## src/hdl/tbed_pkg.sv

```systemverilog
`default_nettype none
package tbed_pkg;

    localparam int WINDOW_FRAMES_DEF  = 10;
    localparam int TRANSFORM_SIZE_DEF = 2048;
    localparam int QUEUE_DEPTH        = 2;

    localparam int BIN_W   = 10;
    localparam int CPLX_W  = 24;
    localparam int MAG_W   = 40;
    localparam int SUM_W   = 40;
    localparam int NSUM_W  = 34;
    localparam int FLOOR_W = 32;
    localparam int STAMP_W = 32;
    localparam int SNR_W   = 16;

    localparam int CFG_IDX_W  = 3;
    localparam int CFG_DATA_W = 16;

    localparam logic [CFG_IDX_W-1:0] CFG_BAND_CENTRE    = 3'd0;
    localparam logic [CFG_IDX_W-1:0] CFG_HALF_SPAN      = 3'd1;
    localparam logic [CFG_IDX_W-1:0] CFG_ADAPT_RATE     = 3'd2;
    localparam logic [CFG_IDX_W-1:0] CFG_NOISE_MINIMUM  = 3'd3;
    localparam logic [CFG_IDX_W-1:0] CFG_THRESHOLD_GAIN = 3'd4;

    localparam logic [9:0]  CENTER_RESET = 10'd170;
    localparam logic [5:0]  SPAN_RESET   = 6'd8;
    localparam logic [15:0] RATE_RESET   = 16'd1311;
    localparam logic [15:0] MIN_RESET    = 16'd7;
    localparam logic [7:0]  GAIN_RESET   = 8'd32;

    localparam logic [FLOOR_W-1:0] FLOOR_RESET    = 32'd655;
    localparam logic [FLOOR_W-1:0] FALLBACK_NOISE = 32'd66;
    localparam int                 SNR_MIN_SUM    = 6;
    localparam int                 DB_PER_OCTAVE  = 394567;

    typedef struct packed {
        logic [9:0]  band_centre;
        logic [5:0]  half_span;
        logic [15:0] adapt_rate;
        logic [15:0] noise_minimum;
        logic [7:0]  threshold_gain;
    } t_cfg;

    typedef struct packed {
        logic [MAG_W-1:0]   mag;
        logic               band;
        logic [2:0]         hits;
        logic               last;
        logic [STAMP_W-1:0] stamp;
    } t_qent;

endpackage
`default_nettype wire

```

## src/hdl/tbed_front.sv

```systemverilog
`default_nettype none
module tbed_front #(
    parameter int TRANSFORM_SIZE = tbed_pkg::TRANSFORM_SIZE_DEF
) (
    input  wire logic                         i_clk,
    input  wire logic                         i_rst_n,
    input  tbed_pkg::t_cfg                    i_cfg,
    input  wire logic                         i_in_valid,
    output logic                              o_in_stall,
    input  wire logic [tbed_pkg::BIN_W-1:0]   i_bin_index,
    input  wire logic signed [tbed_pkg::CPLX_W-1:0] i_bin_re,
    input  wire logic signed [tbed_pkg::CPLX_W-1:0] i_bin_im,
    input  wire logic                         i_frame_last,
    input  wire logic [tbed_pkg::STAMP_W-1:0] i_frame_time,
    output logic                              o_push,
    output tbed_pkg::t_qent                   o_entry,
    input  wire logic                         i_full
);
    import tbed_pkg::*;

    localparam int          TS_LOG2 = $clog2(TRANSFORM_SIZE);
    localparam logic [10:0] HALF    = 11'(TRANSFORM_SIZE / 2);

    typedef enum logic [2:0] {F_IDLE, F_SQA, F_SQB, F_ROOT, F_PUSH} t_fstate;

    t_fstate            r_state;
    logic [CPLX_W-1:0]  r_a, r_b;
    logic [47:0]        r_sq;
    logic [63:0]        r_x;
    logic [34:0]        r_rem;
    logic [31:0]        r_root;
    logic [4:0]         r_cnt;
    logic               r_band, r_last;
    logic [2:0]         r_hits;
    logic [STAMP_W-1:0] r_stamp;

    logic signed [11:0] w_d, w_sp;
    logic signed [12:0] w_c, w_b, w_s1, w_s2, w_s3;
    logic               w_in_band, w_lower, w_contrib;
    logic [3:0]         w_hit_vec;
    logic [2:0]         w_hits;
    logic [CPLX_W-1:0]  w_a, w_b_abs;
    logic [47:0]        w_s;
    logic [34:0]        w_rem_sh, w_trial;

    // band and noise classification of the incoming bin
    always_comb begin
        w_d  = $signed({2'b0, i_bin_index}) - $signed({2'b0, i_cfg.band_centre});
        w_sp = $signed({6'b0, i_cfg.half_span});
        w_in_band = (w_d <= w_sp) && (w_d >= -w_sp);
        w_c  = $signed({3'b0, i_cfg.band_centre});
        w_b  = $signed({3'b0, i_bin_index});
        w_s1 = $signed({7'b0, i_cfg.half_span});
        w_s2 = w_s1 <<< 1;
        w_s3 = w_s2 + w_s1;
        w_hit_vec[0] = (w_c - w_s3) == w_b;
        w_hit_vec[1] = (w_c - w_s2) == w_b;
        w_hit_vec[2] = (w_c + w_s2) == w_b;
        w_hit_vec[3] = (w_c + w_s3) == w_b;
        w_hits = {2'b0, w_hit_vec[0]} + {2'b0, w_hit_vec[1]}
               + {2'b0, w_hit_vec[2]} + {2'b0, w_hit_vec[3]};
        w_lower   = {1'b0, i_bin_index} < HALF;
        w_contrib = w_lower && (w_in_band || (w_hits != 3'd0));
        w_a     = i_bin_re[CPLX_W-1] ? (~i_bin_re + 1'b1) : i_bin_re;
        w_b_abs = i_bin_im[CPLX_W-1] ? (~i_bin_im + 1'b1) : i_bin_im;
    end

    assign w_s      = r_sq + r_b * r_b;
    assign w_rem_sh = {r_rem[32:0], r_x[63:62]};
    assign w_trial  = {1'b0, r_root, 2'b01};

    assign o_in_stall    = (r_state != F_IDLE);
    assign o_push        = (r_state == F_PUSH) && !i_full;
    assign o_entry.mag   = MAG_W'({r_root, 8'b0} >> TS_LOG2);
    assign o_entry.band  = r_band;
    assign o_entry.hits  = r_hits;
    assign o_entry.last  = r_last;
    assign o_entry.stamp = r_stamp;

    always_ff @(posedge i_clk) begin
        if (!i_rst_n) begin
            r_state <= F_IDLE;
        end else begin
            case (r_state)
                F_IDLE: begin
                    if (i_in_valid) begin
                        r_a     <= w_a;
                        r_b     <= w_b_abs;
                        r_band  <= w_lower && w_in_band;
                        r_hits  <= w_lower ? w_hits : 3'd0;
                        r_last  <= i_frame_last;
                        r_stamp <= i_frame_time;
                        r_root  <= '0;
                        if (w_contrib) begin
                            r_state <= F_SQA;
                        end else if (i_frame_last) begin
                            r_state <= F_PUSH;
                        end
                    end
                end
                F_SQA: begin
                    r_sq    <= r_a * r_a;
                    r_state <= F_SQB;
                end
                F_SQB: begin
                    r_x     <= {w_s, 16'b0};
                    r_rem   <= '0;
                    r_cnt   <= '0;
                    r_state <= F_ROOT;
                end
                F_ROOT: begin
                    // one result bit per cycle
                    if (w_rem_sh >= w_trial) begin
                        r_rem  <= w_rem_sh - w_trial;
                        r_root <= {r_root[30:0], 1'b1};
                    end else begin
                        r_rem  <= w_rem_sh;
                        r_root <= {r_root[30:0], 1'b0};
                    end
                    r_x   <= {r_x[61:0], 2'b0};
                    r_cnt <= r_cnt + 1'b1;
                    if (r_cnt == 5'd31) begin
                        r_state <= F_PUSH;
                    end
                end
                F_PUSH: begin
                    if (!i_full) begin
                        r_state <= F_IDLE;
                    end
                end
                default: r_state <= F_IDLE;
            endcase
        end
    end
endmodule
`default_nettype wire

```

## config.mk

```make
export PLATFORM = sky130hd
export DESIGN_NAME = tbed_front
export DESIGN_NICKNAME = d
export VERILOG_FILES = /design/src/hdl/tbed_pkg.sv /design/src/hdl/tbed_front.sv
export SDC_FILE = /design/constraint.sdc
export NUM_CORES = 2
export LEC_CHECK = 0
export ABC_AREA = 1
export BUFFER_PORTS_ARGS = -buffer_cell sky130_fd_sc_hd__buf_2
export CORE_MARGIN = 2
export CORE_UTILIZATION = 70
export DETAILED_ROUTE_END_ITERATION = 8
export PLACE_DENSITY = 0.9
export SETUP_SLACK_MARGIN = 0.05
export SLEW_MARGIN = 20
export SYNTH_ARGS = -nofsm -noshare
export SYNTH_HDL_FRONTEND = slang
export SYNTH_SLANG_ARGS = --single-unit
```

## constraint.sdc

```tcl
create_clock -name i_clk -period 14.35 [get_ports i_clk]
set_clock_uncertainty 0.2 [all_clocks]
set_input_delay 0.7175 -clock i_clk [delete_from_list [all_inputs] [get_ports i_clk]]
set_output_delay 0.7175 -clock i_clk [all_outputs]
set_load 0.01 [all_outputs]
```

After elaboration in Yosys (flattened, before gate mapping)
Index checks and enable logic that the tools add are counted.
{"block": "word_totals", "register_bits": 270, "inputBits": 151, "output_inout_bits": 79}
{"block": "op_classes", "n_addsub": 15, "multipliers": 2, "magnitude_cmp": 3, "eq_ne": 13, "n_mux": 15, "bitwise": 2, "n_reduce_logical": 14}
{"op": "$pmux W64 S2", "count": 1}
{"op": "$mul A24 B24 Y48", "count": 2}
{"op": "$pmux W33 S2", "count": 1}
{"op": "$pmux W32 S2", "count": 1}
{"op": "$add A24 B1 Y24 const B", "count": 2}
{"op": "$add A48 B48 Y48", "count": 1}
{"op": "$not A24 Y24", "count": 2}
{"op": "$mux W23", "count": 2}
{"op": "$ge A35 B34 Y1", "count": 1}
{"op": "$mux W33", "count": 1}
{"op": "$sub A33 B33 Y33", "count": 1}
{"op": "$mux W32", "count": 1}
{"op": "$eq A11 B10 Y1", "count": 2}
{"op": "$eq A11 B11 Y1", "count": 2}
{"op": "$mux W3", "count": 5}
{"op": "$pmux W3 S5", "count": 1}
{"op": "$ge A11 B12 Y1", "count": 1}
{"op": "$neg A6 Y12", "count": 1}
{"op": "$add A10 B7 Y11", "count": 1}
{"op": "$add A10 B8 Y11", "count": 1}
{"op": "$le A11 B7 Y1", "count": 1}
{"op": "$sub A10 B10 Y11", "count": 1}
{"op": "$sub A10 B7 Y11", "count": 1}
{"op": "$sub A10 B8 Y11", "count": 1}
{"op": "22 further kinds", "count": 30}

Logic depth before layout (Yosys ltp)
{"block": "depth", "depth_word": 11, "mapped_depth": 30, "ltp_nobuf": 29}

Least setup slack after synthesis
Ideal clock, no wire load.
{"block": "synth_timing", "path_kind": "register to register", "start": "register r_b[2]", "end": "register r_x[55] (data pin)", "setup_time_ns": 0.254, "arrival_time_ns": 6.079, "setup_slack_ns": 7.818, "path_stages_with_launch": 29, "n_path_buf": 1, "synth_period_minus_slack_ns": 6.532, "cell_sequence": "edfxtp_1 clkbuf_1 nand2_1 fa_1 inv_1 fa_1 inv_1 fa_1 inv_1 fa_1 inv_1 fa_1 inv_1 fa_1 inv_1 fa_1 inv_1 ha_1 a21oi_1 o21ai_0 a21boi_0 inv_1 nand2_1 o211ai_1 o21bai_1 nand2_1 nand3b_1 nand3_1 nand2_1"}
{"block": "synth_between", "elab_chain_cells": 3}
{"element": "from (decl)", "line": "tbed_front.sv:27", "source": "logic [CPLX_W-1:0] r_a, r_b;"}
{"element": "from (signal assigned)", "line": "tbed_front.sv:88", "source": "r_b <= w_b_abs;"}
{"element": "$mul A24 B24 Y48", "line": "tbed_front.sv:68", "source": "assign w_s = r_sq + r_b * r_b;"}
{"element": "$add A48 B48 Y48", "line": "tbed_front.sv:68"}
{"element": "$pmux W64 S2", "line": "tbed_front.sv:84", "source": "case (r_state)"}
{"element": "to (signal assigned)", "line": "tbed_front.sv:106", "source": "r_x <= {w_s, 16'b0};"}
{"element": "to (signal assigned)", "line": "tbed_front.sv:120", "source": "r_x <= {r_x[61:0], 2'b0};"}
{"element": "to (decl)", "line": "tbed_front.sv:29", "source": "logic [63:0] r_x;"}
No other way between the ends. The select of a mux whose other input is x is not followed.
A chain may end at the register's enable or synchronous reset.

Final worst setup path
{"block": "layout_timing", "start": "register r_a[20]", "end": "register r_sq[47] (data pin)"}
{"block": "layout_between", "elab_chain_cells": 1}
{"element": "from (decl)", "line": "tbed_front.sv:27"}
{"element": "from (signal assigned)", "line": "tbed_front.sv:87", "source": "r_a <= w_a;"}
{"element": "$mul A24 B24 Y48", "line": "tbed_front.sv:102", "source": "r_sq <= r_a * r_a;"}
{"element": "to (signal assigned)", "line": "tbed_front.sv:102"}
{"element": "to (decl)", "line": "tbed_front.sv:28", "source": "logic [47:0] r_sq;"}
No other way between the ends.

==> qor.yml <==
status: "complete, no violations"
tightest_slew_ns: 1.23
async_reset_ff_frac: 0
cts_inserted_buffers: 35
crit_type: "flop to flop"
whs_ns: 0.112
cts-root-buf: "clkbuf_16"
drt_iter0_drc: 3340
setup_viol: 0
crit_path_end_kind: "flop"
die_h_um: 271
seq_area_frac_synth: 0.152
die_w_um: 271
min_path_type: "input port to flop"
synth_mux_area_frac: 0
synth-xor-area-share: 0.0359
synth_top_area_frac: 0.360
ys.flop_type: "edfxtp_1"
nNetsFinal: 7471
ioPinCount: 230
cp.arrival_ns: 8.05
cp.required_ns: 14.47
cp_slowest_cell: "edfxtp_1"
synth_common_cells: "inv_1, nand2_1, fa_1, ha_1, nor2_1"
drc: 0
fin_crit_sh: 0.553
grt_overflow: 0
synth_area_um2: 49900
yosysMostFrequentCell: "inv_1"
rows: 97
synth_area_leaders: "fa_1, edfxtp_1, inv_1, ha_1, nand2_1"
synth_largest_area_cell: "fa_1"
wirelength_um: 125000
final-hold-violation-count: 0
dieArea_um2: 73500
wire_per_inst_um: 18.0
cpMostUsedCell: "inv_1"
initial_core_util: 0.710
insertedDiodeCount: 0
layout_setup_ws_ns: 6.41
rsz0062_at_grt: "false"
grt_pass1_wl_um: 205000
synth_cell_types: 56
path_max_fanout: 24
synth_cells: 5872
ys_seq_elements: 253
io_buffers: 178
cts_resized: 0
gp_congestion: 0.973
synth_compound_area_frac: 0.0570
yosys.area_share.simple: 0.134
viasPerCell: 5.60
synth_top_family_by_area: "adder cells"
final_layout_size_suffix_gt1_frac: 0.0574
track_usage: 0.349
drtPass1Iterations: 6
cts_tree: "yes"
fmax_ghz: 0.126
dp_hpwl_um: 102000
htreeDepth: 2
max_cap_viol_count: 0
clk_latency_ns: 0.58
setup.worst_path.start_class: "flop"
tns_ns: 0
vias: 38800
grt_pass1_vias: 42900
clk_pin_slew_ns: 0.06
postCtsSetupBuffers: 0
slowest_delay_ns: 1.15
fin_util: 0.750
synth_edf_count: 250
yosys_warnings: 0
antenna_found_initial: 0
cts_sinks: 253
core_area_um2: 70400
max_slew_margin: 0.183
synthAdderAreaFrac: 0.473
clock_path_buffers: 3
syn_avg_cell_area_um2: 8.51
grt_start_max_net_pins: 101
min_period_ns: 7.94
drv_slew: 0
antenna_left: 0
pre_cts_ws_ns: 6.50
syn_to_final_growth_pct: 5.72
hold_buffers: 0
[cell families after synthesis]
group | Yosys count
compound gates | 494
xor+xnor | 205
fa+ha+maj | 1350
buf+inv | 1922
flops | 253
other cells | 1
simple gates | 1647
[placed cells by master, fill, tap and decap left out, drive strengths merged, types with 9 or more instances in the layout]
cell	n
o21a	17
nand3	137
fa	897
a31oi	39
o21bai	24
nand2	1054
o21ai	139
xor2	133
clkbuf	43
or2	28
nor4	14
a21oi	219
ha	453
a21boi	9
edfxtp	250
xnor2	72
and3	10
nand4	23
buf	221
clkinv	10
nor3	40
conb	12
inv	1755
nor2	327
a21o	16
[critical path: cells and delay by family, from the launching register on]
kind,cells,cell delay [ns]
buf+inv,8,0.48
xor+xnor,1,0.09
flops,1,1.15
compound gates,2,0.34
simple gates,6,1.43
fa+ha+maj,8,3.99
[area by class of cell]
class                           instances  area [um^2]
Clock buffer                           43          926
Clock inverter                         20          215
Fill cell                            4749        17600
Inverter                             1751         6570
Multi-Input combinational cell       3708        35100
Sequential cell                       253         7570
Tap cell                              940         1180
Timing Repair Buffer                  221         1280
[worst paths after layout]
kind / start / endpoint / slack [ns] / cells past startpoint
max: r_a[20]$_DFFE_PP_ / r_sq[47]$_DFFE_PP_ / 6.41 / 25
min reg2reg: r_x[55]$_DFFE_PP_ / r_x[57]$_DFFE_PP_ / 0.32 / 2
max reg2reg: r_a[20]$_DFFE_PP_ / r_sq[47]$_DFFE_PP_ / 6.41 / 25
min: i_frame_time[17] / r_stamp[17]$_DFFE_PP_ / 0.11 / 1
[sequential cells by signal, indices dropped and copies added, names as in the netlist]
register,count
r_x,48
r_rem,33
r_b,24
r_band,1
r_state,3
r_sq,47
r_hits,3
r_stamp,32
r_last,1
r_a,24
r_root,32
r_cnt,5
[per-stage QoR]
step           instance area [um^2]  cells
5_1_grt                       52800   6936
2_1_floorplan                 50000   5883
6_report                      52800   6936
3_5_place_dp                  51500   6865
4_1_cts                       52700   6928
3_3_place_gp                  51500   6865
[layer usage]
| metal | vias to the layer above | part of all wire | GRT usage |
|---|---|---|---|
| li1 | 17500 | - | - |
| met1 | 18800 | 0.36 | 0.406 |
| met2 | 1940 | 0.50 | 0.616 |
| met3 | 584 | 0.084 | 0.0612 |
| met4 | 0 | 0.058 | 0.187 |
| met5 | - | 0 | 0 |
Power is left out: the tool's default activity adds up to more than one toggle a clock period on the data nets, which glitch-free logic cannot reach.
