===== config.mk =====
export PLATFORM = sky130hd
export DESIGN_NAME = tbed_fifo
export DESIGN_NICKNAME = d
export VERILOG_FILES = /design/src/hdl/tbed_pkg.sv /design/src/hdl/tbed_fifo.sv
export SDC_FILE = /design/constraint.sdc
export NUM_CORES = 1
export LEC_CHECK = 0
export BUFFER_PORTS_ARGS = -buffer_cell sky130_fd_sc_hd__buf_2
export CAP_MARGIN = 20
export CORE_UTILIZATION = 47
export DETAILED_ROUTE_END_ITERATION = 6
export PLACE_DENSITY = 0.76
export SLEW_MARGIN = 0
export SYNTH_ARGS = -nofsm -noshare
export SYNTH_HDL_FRONTEND = slang
export SYNTH_SLANG_ARGS = --single-unit
export TNS_END_PERCENT = 30

===== constraint.sdc =====
create_clock -name i_clk -period 3.85 [get_ports i_clk]
set_clock_uncertainty 0.1 [all_clocks]
set_input_delay 0 -clock i_clk [delete_from_list [all_inputs] [get_ports i_clk]]
set_output_delay 0 -clock i_clk [all_outputs]
set_load 0.005 [all_outputs]

===== src/hdl/tbed_pkg.sv =====
`default_nettype none
package tbed_pkg;

    localparam int WINDOW_FRAMES_DEF  = 10;
    localparam int TRANSFORM_SIZE_DEF = 2048;
    localparam int QUEUE_DEPTH        = 2;

    localparam int BIN_W   = 10;
    localparam int CPLX_W  = 24;
    localparam int MAG_W   = 40;
    localparam int SUM_W   = 40;
    localparam int NSUM_W  = 34;
    localparam int FLOOR_W = 32;
    localparam int STAMP_W = 32;
    localparam int SNR_W   = 16;

    localparam int CFG_IDX_W  = 3;
    localparam int CFG_DATA_W = 16;

    localparam logic [CFG_IDX_W-1:0] CFG_BAND_CENTRE    = 3'd0;
    localparam logic [CFG_IDX_W-1:0] CFG_HALF_SPAN      = 3'd1;
    localparam logic [CFG_IDX_W-1:0] CFG_ADAPT_RATE     = 3'd2;
    localparam logic [CFG_IDX_W-1:0] CFG_NOISE_MINIMUM  = 3'd3;
    localparam logic [CFG_IDX_W-1:0] CFG_THRESHOLD_GAIN = 3'd4;

    localparam logic [9:0]  CENTER_RESET = 10'd170;
    localparam logic [5:0]  SPAN_RESET   = 6'd8;
    localparam logic [15:0] RATE_RESET   = 16'd1311;
    localparam logic [15:0] MIN_RESET    = 16'd7;
    localparam logic [7:0]  GAIN_RESET   = 8'd32;

    localparam logic [FLOOR_W-1:0] FLOOR_RESET    = 32'd655;
    localparam logic [FLOOR_W-1:0] FALLBACK_NOISE = 32'd66;
    localparam int                 SNR_MIN_SUM    = 6;
    localparam int                 DB_PER_OCTAVE  = 394567;

    typedef struct packed {
        logic [9:0]  band_centre;
        logic [5:0]  half_span;
        logic [15:0] adapt_rate;
        logic [15:0] noise_minimum;
        logic [7:0]  threshold_gain;
    } t_cfg;

    typedef struct packed {
        logic [MAG_W-1:0]   mag;
        logic               band;
        logic [2:0]         hits;
        logic               last;
        logic [STAMP_W-1:0] stamp;
    } t_qent;

endpackage
`default_nettype wire


===== src/hdl/tbed_fifo.sv =====
`default_nettype none
module tbed_fifo #(
    parameter int DEPTH = tbed_pkg::QUEUE_DEPTH
) (
    input  wire logic            i_clk,
    input  wire logic            i_rst_n,
    input  wire logic            i_push,
    input  tbed_pkg::t_qent      i_entry,
    output logic                 o_full,
    input  wire logic            i_pop,
    output tbed_pkg::t_qent      o_entry,
    output logic                 o_empty
);
    import tbed_pkg::*;

    localparam int PTR_W = DEPTH > 1 ? $clog2(DEPTH) : 1;
    localparam int CNT_W = $clog2(DEPTH + 1);
    localparam logic [PTR_W-1:0] LAST_PTR = PTR_W'(DEPTH - 1);
    localparam logic [CNT_W-1:0] FULL_CNT = CNT_W'(DEPTH);

    t_qent            r_q [DEPTH];
    logic [PTR_W-1:0] r_wr, r_rd;
    logic [CNT_W-1:0] r_cnt;

    assign o_full  = (r_cnt == FULL_CNT);
    assign o_empty = (r_cnt == '0);
    assign o_entry = r_q[r_rd];

    always_ff @(posedge i_clk) begin
        if (i_push) begin
            r_q[r_wr] <= i_entry;
        end
    end

    always_ff @(posedge i_clk) begin
        if (!i_rst_n) begin
            r_wr  <= '0;
            r_rd  <= '0;
            r_cnt <= '0;
        end else begin
            if (i_push) begin
                r_wr <= (r_wr == LAST_PTR) ? '0 : r_wr + 1'b1;
            end
            if (i_pop) begin
                r_rd <= (r_rd == LAST_PTR) ? '0 : r_rd + 1'b1;
            end
            case ({i_push, i_pop})
                2'b10:   r_cnt <= r_cnt + 1'b1;
                2'b01:   r_cnt <= r_cnt - 1'b1;
                default: r_cnt <= r_cnt;
            endcase
        end
    end
endmodule
`default_nettype wire


After elaboration in Yosys (flattened, before gate mapping):

Memory sizes are Yosys's and may differ from the RTL's. A register that Yosys moved wholly into a read port is not among the register bits.
Index checks and enable logic that the tools add are counted.

* reductions and logical operators: 2
* muxes and demuxes: 7
* equality and inequality tests: 3
* add/subtract/negate cells: 4

Operator list (number)
* 1-bit two-way mux: 6
* 2-bit equality test (second input constant): 2
* 2-bit case mux with 2 select lines: 1
* 1-bit adder (second input constant): 2
* 2-bit by 1-bit adder with 2-bit output (second input constant): 1
* 2-bit by 1-bit equality test with 1-bit output (second input constant): 1
* 2-bit logical NOT: 1
* 2-bit nonzero test: 1
* 2-bit by 1-bit subtractor with 2-bit output (second input constant): 1

* bits in writable memories: 154
* output and inout bits: 79
* memories kept: 1
* register bits: 4

Memory list
* r_q: depth 2, width 77, read ports 1, clocked after memory_dff 1, wr ports 1, line tbed_fifo.sv:21 `t_qent r_q [DEPTH];`

Longest topological paths before layout:

Gate-level depths: netlist of run 1.

* word-level depth: 4
* gate-level depth with buffers: 5

Least setup slack after synthesis of run 1:

OpenSTA, ideal clock, no wires.

* kind: reg2reg
* start: register r_wr
* end: memory r_q[0][0] (netlist name), enable pin
* path buffers: 0
* cell stages (with the launch flop): 2
* required time: 3234 ps
* arrival time: 3545 ps
* slack: -311 ps
* setup time: 516 ps
* cells stage by stage: dfxtp_1 -> nor2_1

RTL lines
* start, declared: line tbed_fifo.sv:22 `logic [PTR_W-1:0] r_wr, r_rd;`
* start signal, assigned: line tbed_fifo.sv:42 `r_wr <= (r_wr == LAST_PTR) ? '0 : r_wr + 1'b1;`
* end, declared: line tbed_fifo.sv:21

No word-level cell before the write port.

==> impl_metrics.json, run 1 <==
{
  "post_synth_num_cell_types": 17,
  "grt_first_pass_wirelength_mm": 16.9,
  "setup-violations-final": 0,
  "timing_worst_setup_path_type": "reg -> out",
  "min-delay-path-class": "in -> reg",
  "design.final.nets": 596,
  "power.ir.vdd_worst_mv": 0.325,
  "tightest_slew_ns": 1.03,
  "fp.dieH_um": 113,
  "antenna_cells": 0,
  "fin_setup_tns_ns": 0,
  "r2r_end": "r_q[1][46]",
  "number_of_global_route_vias_before_repair": 3581,
  "end_kind": "output pin",
  "final.period_utilization_pct": 55.7,
  "hpwl_dp_mm": 5.88,
  "die_area_mm2": 0.0127,
  "rows": 40,
  "final-max-slew-violation-count": 0,
  "critical_path.cell_chain": "mux2_2 > buf_2",
  "post_synth_top_cells": "sky130_fd_sc_hd__edfxtp_1, sky130_fd_sc_hd__mux2_2, sky130_fd_sc_hd__buf_2, sky130_fd_sc_hd__dfxtp_1",
  "ctsHtreeMaxLevel": 4,
  "postCtsResizedCells": 0,
  "tritoncts_clock_tree": "built",
  "internal-power_uw": 3180,
  "reg2reg_from": "r_wr",
  "critical-path-max-stage-delay_ns": 1.02,
  "clk_latency_ns": 0.40,
  "floorplan.core_area_mm2": 0.0120,
  "min_delay_worst_endpoint": "r_q[1][13]",
  "switching_power_uw": 825,
  "critPathArrivalTime_ns": 2.04,
  "cts.root.buffer_cell": "sky130_fd_sc_hd__clkbuf_16",
  "crit_fanout": 77,
  "detail_route.drc_violations": 0,
  "initial_antenna_violation_count": 0,
  "synth_edf_count": 154,
  "grt_start_max_net_pins": 78,
  "post_drt_wl_per_cell_um": 16.3,
  "area_growth_syn_to_layout_pct": 40.2,
  "drt_first_pass_iters": 5,
  "netSwitchingFraction_pct": 20.6,
  "synth.cell_area_mm2": 0.00578,
  "r2r_cells": 2,
  "syn_avg_cell_area_um2": 22.1,
  "rsz_0062_raised_after_global_routing": "no",
  "postLayoutCellArea_mm2": 0.00810,
  "power.sequential.fraction_pct": 51.2,
  "route.detailed.vias_per_inst": 4.89,
  "report.final.hold_viol_count": 0,
  "worst_hold_path_cell_count": 2,
  "share_of_cells_above_drive_strength_1_pct": 51.6,
  "portBuffers": 159,
  "ios": 160,
  "netlist.top_cell.by_area": "sky130_fd_sc_hd__edfxtp_1",
  "startpoint_type_of_the_worst_setup_path": "flip-flop",
  "status": "complete, no violations",
  "yosysWarningCount": 0,
  "die_width_um": 113,
  "start_util_pct": 48.1,
  "cellPowerDensity_mw_per_mm2": 494,
  "reg2reg_setup_slack_ns": 2.24,
  "clock_power_share_pct": 39.1,
  "critPathRequiredTime_ns": 3.75,
  "timing.final.crit_period_ns": 2.14,
  "gr-total-overflow": 0,
  "cts_buffers": 17,
  "synth_seq_area_share_pct": 81.8,
  "synth.top_cell.area_share_pct": 80.0,
  "synth_most_common_cell": "sky130_fd_sc_hd__edfxtp_1",
  "comb_power_share_pct": 9.7,
  "total_leakage_power_uw": 0.00308,
  "asyncSetResetFlopFracSynth_pct": 0,
  "placement.cell_area_mm2": 0.00672,
  "netlist_instances": 262,
  "dominantRegCellSynth": "sky130_fd_sc_hd__edfxtp_1",
  "max_freq_ghz": 0.467,
  "route.antenna.remaining_nets": 0,
  "post_cts_hold_buffer_count": 80,
  "finalWeightedCongestion": 0.655,
  "clock_sinks": 159,
  "cts.repair_timing.setup_buffer_count": 0,
  "timing.max_slew.rel_slack_pct": 31.4,
  "worst_setup_hold_path_clk_slew_ns": 0.06,
  "synth_nets": 344,
  "dr_total_vias": 3294,
  "number_of_synthesized_register_bits": 159,
  "netlist_top_cells_area": "sky130_fd_sc_hd__edfxtp_1, sky130_fd_sc_hd__mux2_2, sky130_fd_sc_hd__dfxtp_1",
  "detail_route.iter0.violations": 160,
  "clk_path_buf_depth": 2,
  "critical_path.slowest_cell": "sky130_fd_sc_hd__dfxtp_4",
  "tot_gr_track_use_pct": 17.8,
  "worstHoldStart": "i_entry[13]",
  "maxCapViolations": 0,
  "postRouteWirelength_mm": 11.0
}
cell type report:
class,instances,area (µm²)
Clock buffer,20,437
Clock inverter,12,120
Fill cell,804,3910
Inverter,1,3.75
Multi-Input combinational cell,93,990
Sequential cell,159,4730
Tap cell,147,184
Timing Repair Buffer,242,1640
cells in the final DEF, fill, tap and decap left out:
cell,synthesis,layout
sky130_fd_sc_hd__a21boi_1,1,1
sky130_fd_sc_hd__mux2_2,77,77
sky130_fd_sc_hd__and2b_2,1,1
sky130_fd_sc_hd__xnor2_1,2,2
sky130_fd_sc_hd__clkbuf_16,0,17
sky130_fd_sc_hd__nor2_4,0,1
sky130_fd_sc_hd__buf_4,0,2
sky130_fd_sc_hd__dlygate4sd3_1,0,80
sky130_fd_sc_hd__clkinv_2,0,6
sky130_fd_sc_hd__nor2b_1,1,1
sky130_fd_sc_hd__bufinv_16,0,2
sky130_fd_sc_hd__and2_4,0,1
sky130_fd_sc_hd__or3_1,1,1
sky130_fd_sc_hd__ha_1,1,1
sky130_fd_sc_hd__buf_16,0,1
sky130_fd_sc_hd__clkbuf_1,0,3
sky130_fd_sc_hd__xor2_1,1,1
sky130_fd_sc_hd__dfxtp_1,5,4
sky130_fd_sc_hd__o21ai_0,1,1
sky130_fd_sc_hd__edfxtp_1,154,154
sky130_fd_sc_hd__clkinvlp_4,0,4
sky130_fd_sc_hd__and2_1,4,3
sky130_fd_sc_hd__inv_1,1,1
sky130_fd_sc_hd__buf_2,5,159
sky130_fd_sc_hd__o21a_1,1,1
sky130_fd_sc_hd__dfxtp_4,0,1
sky130_fd_sc_hd__nor2_1,2,1
sequential cells by signal (all words and copies together), names as in the netlist, named ones only:
| register | cells |
|---|---|
| r_q | 154 |
| r_cnt | 2 |
| r_wr | 1 |
| r_rd | 1 |
power groups by stage:
stage	clock network (µW)	logic [µW]	registers (µW)
global route	1660	416	2060
floorplan	0	192	2050
detailed placement	0	315	2090
CTS	1600	381	2060
global placement	0	309	2080
finish	1570	387	2050
worst max-delay path by stage:
stage | startpoint | endpoint | slack, ns | cells past startpoint
floorplan | r_wr | r_q[0][0] | 0.98 | 1
global placement | r_wr | r_q[1][52] | 2.07 | 1
detailed placement | r_wr | r_q[1][52] | 2.02 | 1
CTS | flip-flop | o_entry[66] | 1.65 | 2
global route | flip-flop | o_entry[66] | 1.60 | 2
finish | flip-flop | o_entry[66] | 1.71 | 2
metrics by stage:
step	std cells	total power [µW]	hold WS, ns	setup slack (ns)	utilization (%)
3_5_place_dp	561	2410	0.0913	2.02	55.9
5_1_grt	674	4140	0.204	1.60	67.4
2_1_floorplan	262	2250	-0.00113	0.979	-
3_3_place_gp	561	2390	0.0882	2.07	55.9
4_1_cts	673	4040	0.189	1.65	67.2
6_report	674	4010	0.212	1.71	67.4
kinds of logic (layout without fill, tap and decap cells):
logic type      after synthesis  count (layout)  synth area share (%)
flops                       159             159                  81.8
mux                          77              77                  15.0
buf+inv                      10             275                  1.28
simple gates                  9               9                 0.931
compound gates                3               3                 0.346
xor+xnor                      3               3                 0.455
fa+ha+maj                     1               1                 0.217
per-layer routing:
layer | routed length [µm] | up-vias | GRT usage (%)
met5 | 0 | - | 0
met4 | 118 | 0 | 8.33
met3 | 560 | 11 | 4.55
met2 | 5730 | 114 | 32.7
met1 | 4590 | 1632 | 19.1
li1 | - | 1537 | -
worst max-delay path: cells and delay by family, from the launching register on:
kind                   cells  cell delay [ns]
multiplexers               1             0.44
buffers and inverters      1             0.13
flip-flops                 1             1.02
No activity file was read; power rests on OpenSTA's default activity.
==> inputs of run 2 (changes only) <==
Settings changed: ABC_AREA set to 1.
Clock period 3.85 ns to 1.8 ns, I/O delays scaled along.
==> run 2 against run 1 <==
Against the previous run:
- via count grew 0.91%
- clock power rose by 100%
- hold slack got worse by 0.0087 ns
- synthesized area up 2.4%
- die area is 2.4% higher
- critical path depth grew 1
- core utilization grew 0.73 points
- total power increased by 110%
- critical endpoint is now o_entry[67]
==> impl_metrics.json, run 2 <==
{
  "status": "complete, no violations",
  "postRouteWirelength_mm": 11.2,
  "post_cts_hold_buffer_count": 81,
  "crit_fanout": 45,
  "final.period_utilization_pct": 97.2,
  "dominantRegCellSynth": "sky130_fd_sc_hd__edfxtp_1",
  "gr-total-overflow": 0,
  "critical_path.cell_chain": "buf_12 > mux2_2 > buf_2",
  "clock_power_share_pct": 38.1,
  "final-max-slew-violation-count": 0,
  "switching_power_uw": 1760,
  "die_area_mm2": 0.0130,
  "die_width_um": 114,
  "grt.busiest_layer": "met2",
  "fp.dieH_um": 114,
  "route.detailed.vias_per_inst": 4.67,
  "post_synth_num_cell_types": 14,
  "number_of_synthesized_register_bits": 159,
  "min-delay-path-class": "in -> reg",
  "worst_hold_path_cell_count": 2,
  "critical-path-max-stage-delay_ns": 0.39,
  "area_growth_syn_to_layout_pct": 40.1,
  "netSwitchingFraction_pct": 20.9,
  "startpoint_type_of_the_worst_setup_path": "flip-flop",
  "setup-violations-final": 0,
  "antenna_cells": 0,
  "cts.root.buffer_cell": "sky130_fd_sc_hd__clkbuf_16",
  "drt_first_pass_iters": 4,
  "syn_avg_cell_area_um2": 21.5,
  "detail_route.drc_violations": 0,
  "hpwl_dp_mm": 6.56,
  "synth.top_cell.area_share_pct": 78.1,
  "placement.cell_area_mm2": 0.00695,
  "timing_worst_setup_path_type": "reg -> out",
  "synth.cell_area_mm2": 0.00592,
  "clk_path_buf_depth": 2,
  "end_kind": "output pin",
  "use_met3_pct": 5.82,
  "tot_gr_track_use_pct": 18.1,
  "clk_latency_ns": 0.42,
  "maxCapViolations": 0,
  "internal-power_uw": 6660,
  "synth_most_common_cell": "sky130_fd_sc_hd__edfxtp_1",
  "timing.critical_path.buf_inv": 2,
  "comb_power_share_pct": 10.5,
  "grt_first_pass_wirelength_mm": 17.1,
  "route.antenna.remaining_nets": 0,
  "critPathRequiredTime_ns": 1.70,
  "number_of_global_route_vias_before_repair": 3580,
  "cts.repair_timing.setup_buffer_count": 0,
  "power.sequential.fraction_pct": 51.5,
  "grt_use_met2_pct": 33.6,
  "reg2reg_from": "r_wr",
  "post_drt_wl_per_cell_um": 15.8,
  "worst_setup_hold_path_clk_slew_ns": 0.06,
  "initial_antenna_violation_count": 0,
  "postCtsResizedCells": 0,
  "critPathArrivalTime_ns": 1.65,
  "finalWeightedCongestion": 0.658,
  "grt_start_max_net_pins": 48,
  "power.ir.vdd_worst_mv": 0.668,
  "synth_edf_count": 154,
  "n_fill_cell": 818,
  "grt.met1_usage_pct": 18.5,
  "clock_sinks": 159,
  "postLayoutCellArea_mm2": 0.00829,
  "min_delay_worst_endpoint": "r_q[1][70]",
  "layout.cells.most_common": "sky130_fd_sc_hd__buf_2",
  "max_freq_ghz": 0.571,
  "share_of_cells_above_drive_strength_1_pct": 50.0,
  "ios": 160,
  "r2r_cells": 3,
  "timing.max_slew.rel_slack_pct": 68.4,
  "report.final.hold_viol_count": 0,
  "largest_register_ffs": 154,
  "tritoncts_clock_tree": "built",
  "floorplan.core_area_mm2": 0.0122,
  "netlist.top_cell.by_area": "sky130_fd_sc_hd__edfxtp_1",
  "hold_ws_ns": 0.203,
  "synth_seq_area_share_pct": 79.8,
  "rsz_0062_raised_after_global_routing": "no",
  "critical_path.slowest_cell": "sky130_fd_sc_hd__dfxtp_4",
  "start_util_pct": 48.7,
  "largest_register": "r_q",
  "asyncSetResetFlopFracSynth_pct": 0,
  "yosysWarningCount": 0,
  "post_synth_top_cells": "sky130_fd_sc_hd__edfxtp_1, sky130_fd_sc_hd__mux2_2, sky130_fd_sc_hd__mux2_4",
  "worstHoldStart": "i_entry[70]",
  "dr_total_vias": 3324,
  "biggestRegsByFlops": "r_q x154, r_cnt x2",
  "design.final.nets": 613,
  "netlist_top_cells_area": "sky130_fd_sc_hd__edfxtp_1, sky130_fd_sc_hd__mux2_2, sky130_fd_sc_hd__mux2_4",
  "ctsHtreeMaxLevel": 4,
  "rows": 40,
  "tightest_slew_ns": 0.474,
  "total_leakage_power_uw": 0.00322,
  "cts_buffers": 17,
  "critical_path.top_delay_family": "flip-flops",
  "cellPowerDensity_mw_per_mm2": 1020,
  "synth_nets": 357,
  "most-common-layout-cells": "sky130_fd_sc_hd__buf_2, sky130_fd_sc_hd__edfxtp_1, sky130_fd_sc_hd__dlygate4sd3_1, sky130_fd_sc_hd__mux2_2, sky130_fd_sc_hd__mux2_4",
  "r2r_end": "r_q[1][40]",
  "detail_route.iter0.violations": 196,
  "timing.final.crit_period_ns": 1.75,
  "netlist_instances": 275,
  "reg2reg_setup_slack_ns": 0.43,
  "portBuffers": 159
}
## run 2: cell count changes after synthesis, sizes merged, moves of 2 or more
cell   previous run  this run
inv               1         6
nand2             0         8
nor2              2        12
and2              4         0
xnor2             2         0
## run 2: layer usage
layer | share of wire, % | up-vias
met5 | 0 | -
met4 | 1.3 | 0
met2 | 54 | 112
met1 | 39 | 1622
li1 | - | 1577
met3 | 5.6 | 13
## run 2: worst max path at each step
stage / to / start / slack, ns / depth (start not counted)
3_3_place_gp: r_q[1][52] / r_wr / 0.46 / 3
3_5_place_dp: r_q[1][52] / r_wr / 0.42 / 3
5_1_grt: o_entry[67] / flip-flop / 0.007 / 3
6_report: o_entry[67] / flip-flop / 0.05 / 3
4_1_cts: o_entry[67] / flip-flop / 0.04 / 3
2_1_floorplan: r_q[1][0] / r_wr / -0.21 / 2
## run 2: cells by family (layout without fill, tap and decap cells)
| family | count (synthesis) | after routing | synth area share [%] |
|---|---|---|---|
| DFF | 159 | 159 | 79.8 |
| muxes | 77 | 77 | 16.6 |
| and+or+nand+nor | 21 | 21 | 1.37 |
| AOI/OAI and AO/OA | 2 | 2 | 0.169 |
| adders and majority gates | 1 | 1 | 0.211 |
| buffers and inverters | 15 | 284 | 1.86 |
## run 2: final cells by class
type	count	area, µm²	area share (%)
Inverter	6	26.3	0.317
Clock inverter	13	97.6	1.18
Tap cell	168	210	2.54
Clock buffer	19	433	5.22
Timing Repair Buffer	246	1700	20.5
Sequential cell	159	4730	57.0
Multi-Input combinational cell	101	1090	13.2
## run 2: through the flow
step / setup TNS, ns / setup slack (ns) / total power (µW) / cells / util [%]
detailed placement: 0 / 0.422 / 5160 / 599 / 57.2
CTS: 0 / 0.0393 / 8480 / 712 / 68.2
floorplan: -29.70 / -0.214 / 4810 / 275 / -
global route: 0 / 0.00676 / 8710 / 712 / 68.2
global placement: 0 / 0.458 / 5120 / 599 / 57.2
finish: 0 / 0.0495 / 8420 / 712 / 68.2
## run 2: power groups by stage
| stage | sequential [µW] | clock, µW | combinational (µW) |
|---|---|---|---|
| CTS | 4340 | 3260 | 883 |
| floorplan | 4400 | 0 | 407 |
| global route | 4350 | 3410 | 952 |
| detailed placement | 4410 | 0 | 741 |
| finish | 4340 | 3200 | 881 |
| global placement | 4400 | 0 | 722 |
## run 2: worst reg2reg max path, stage by stage, from the launching register on
cell                         delay [ns]
sky130_fd_sc_hd__dfxtp_2           0.37
sky130_fd_sc_hd__nand2_2           0.09
sky130_fd_sc_hd__clkinvlp_4        0.09
sky130_fd_sc_hd__buf_4             0.36
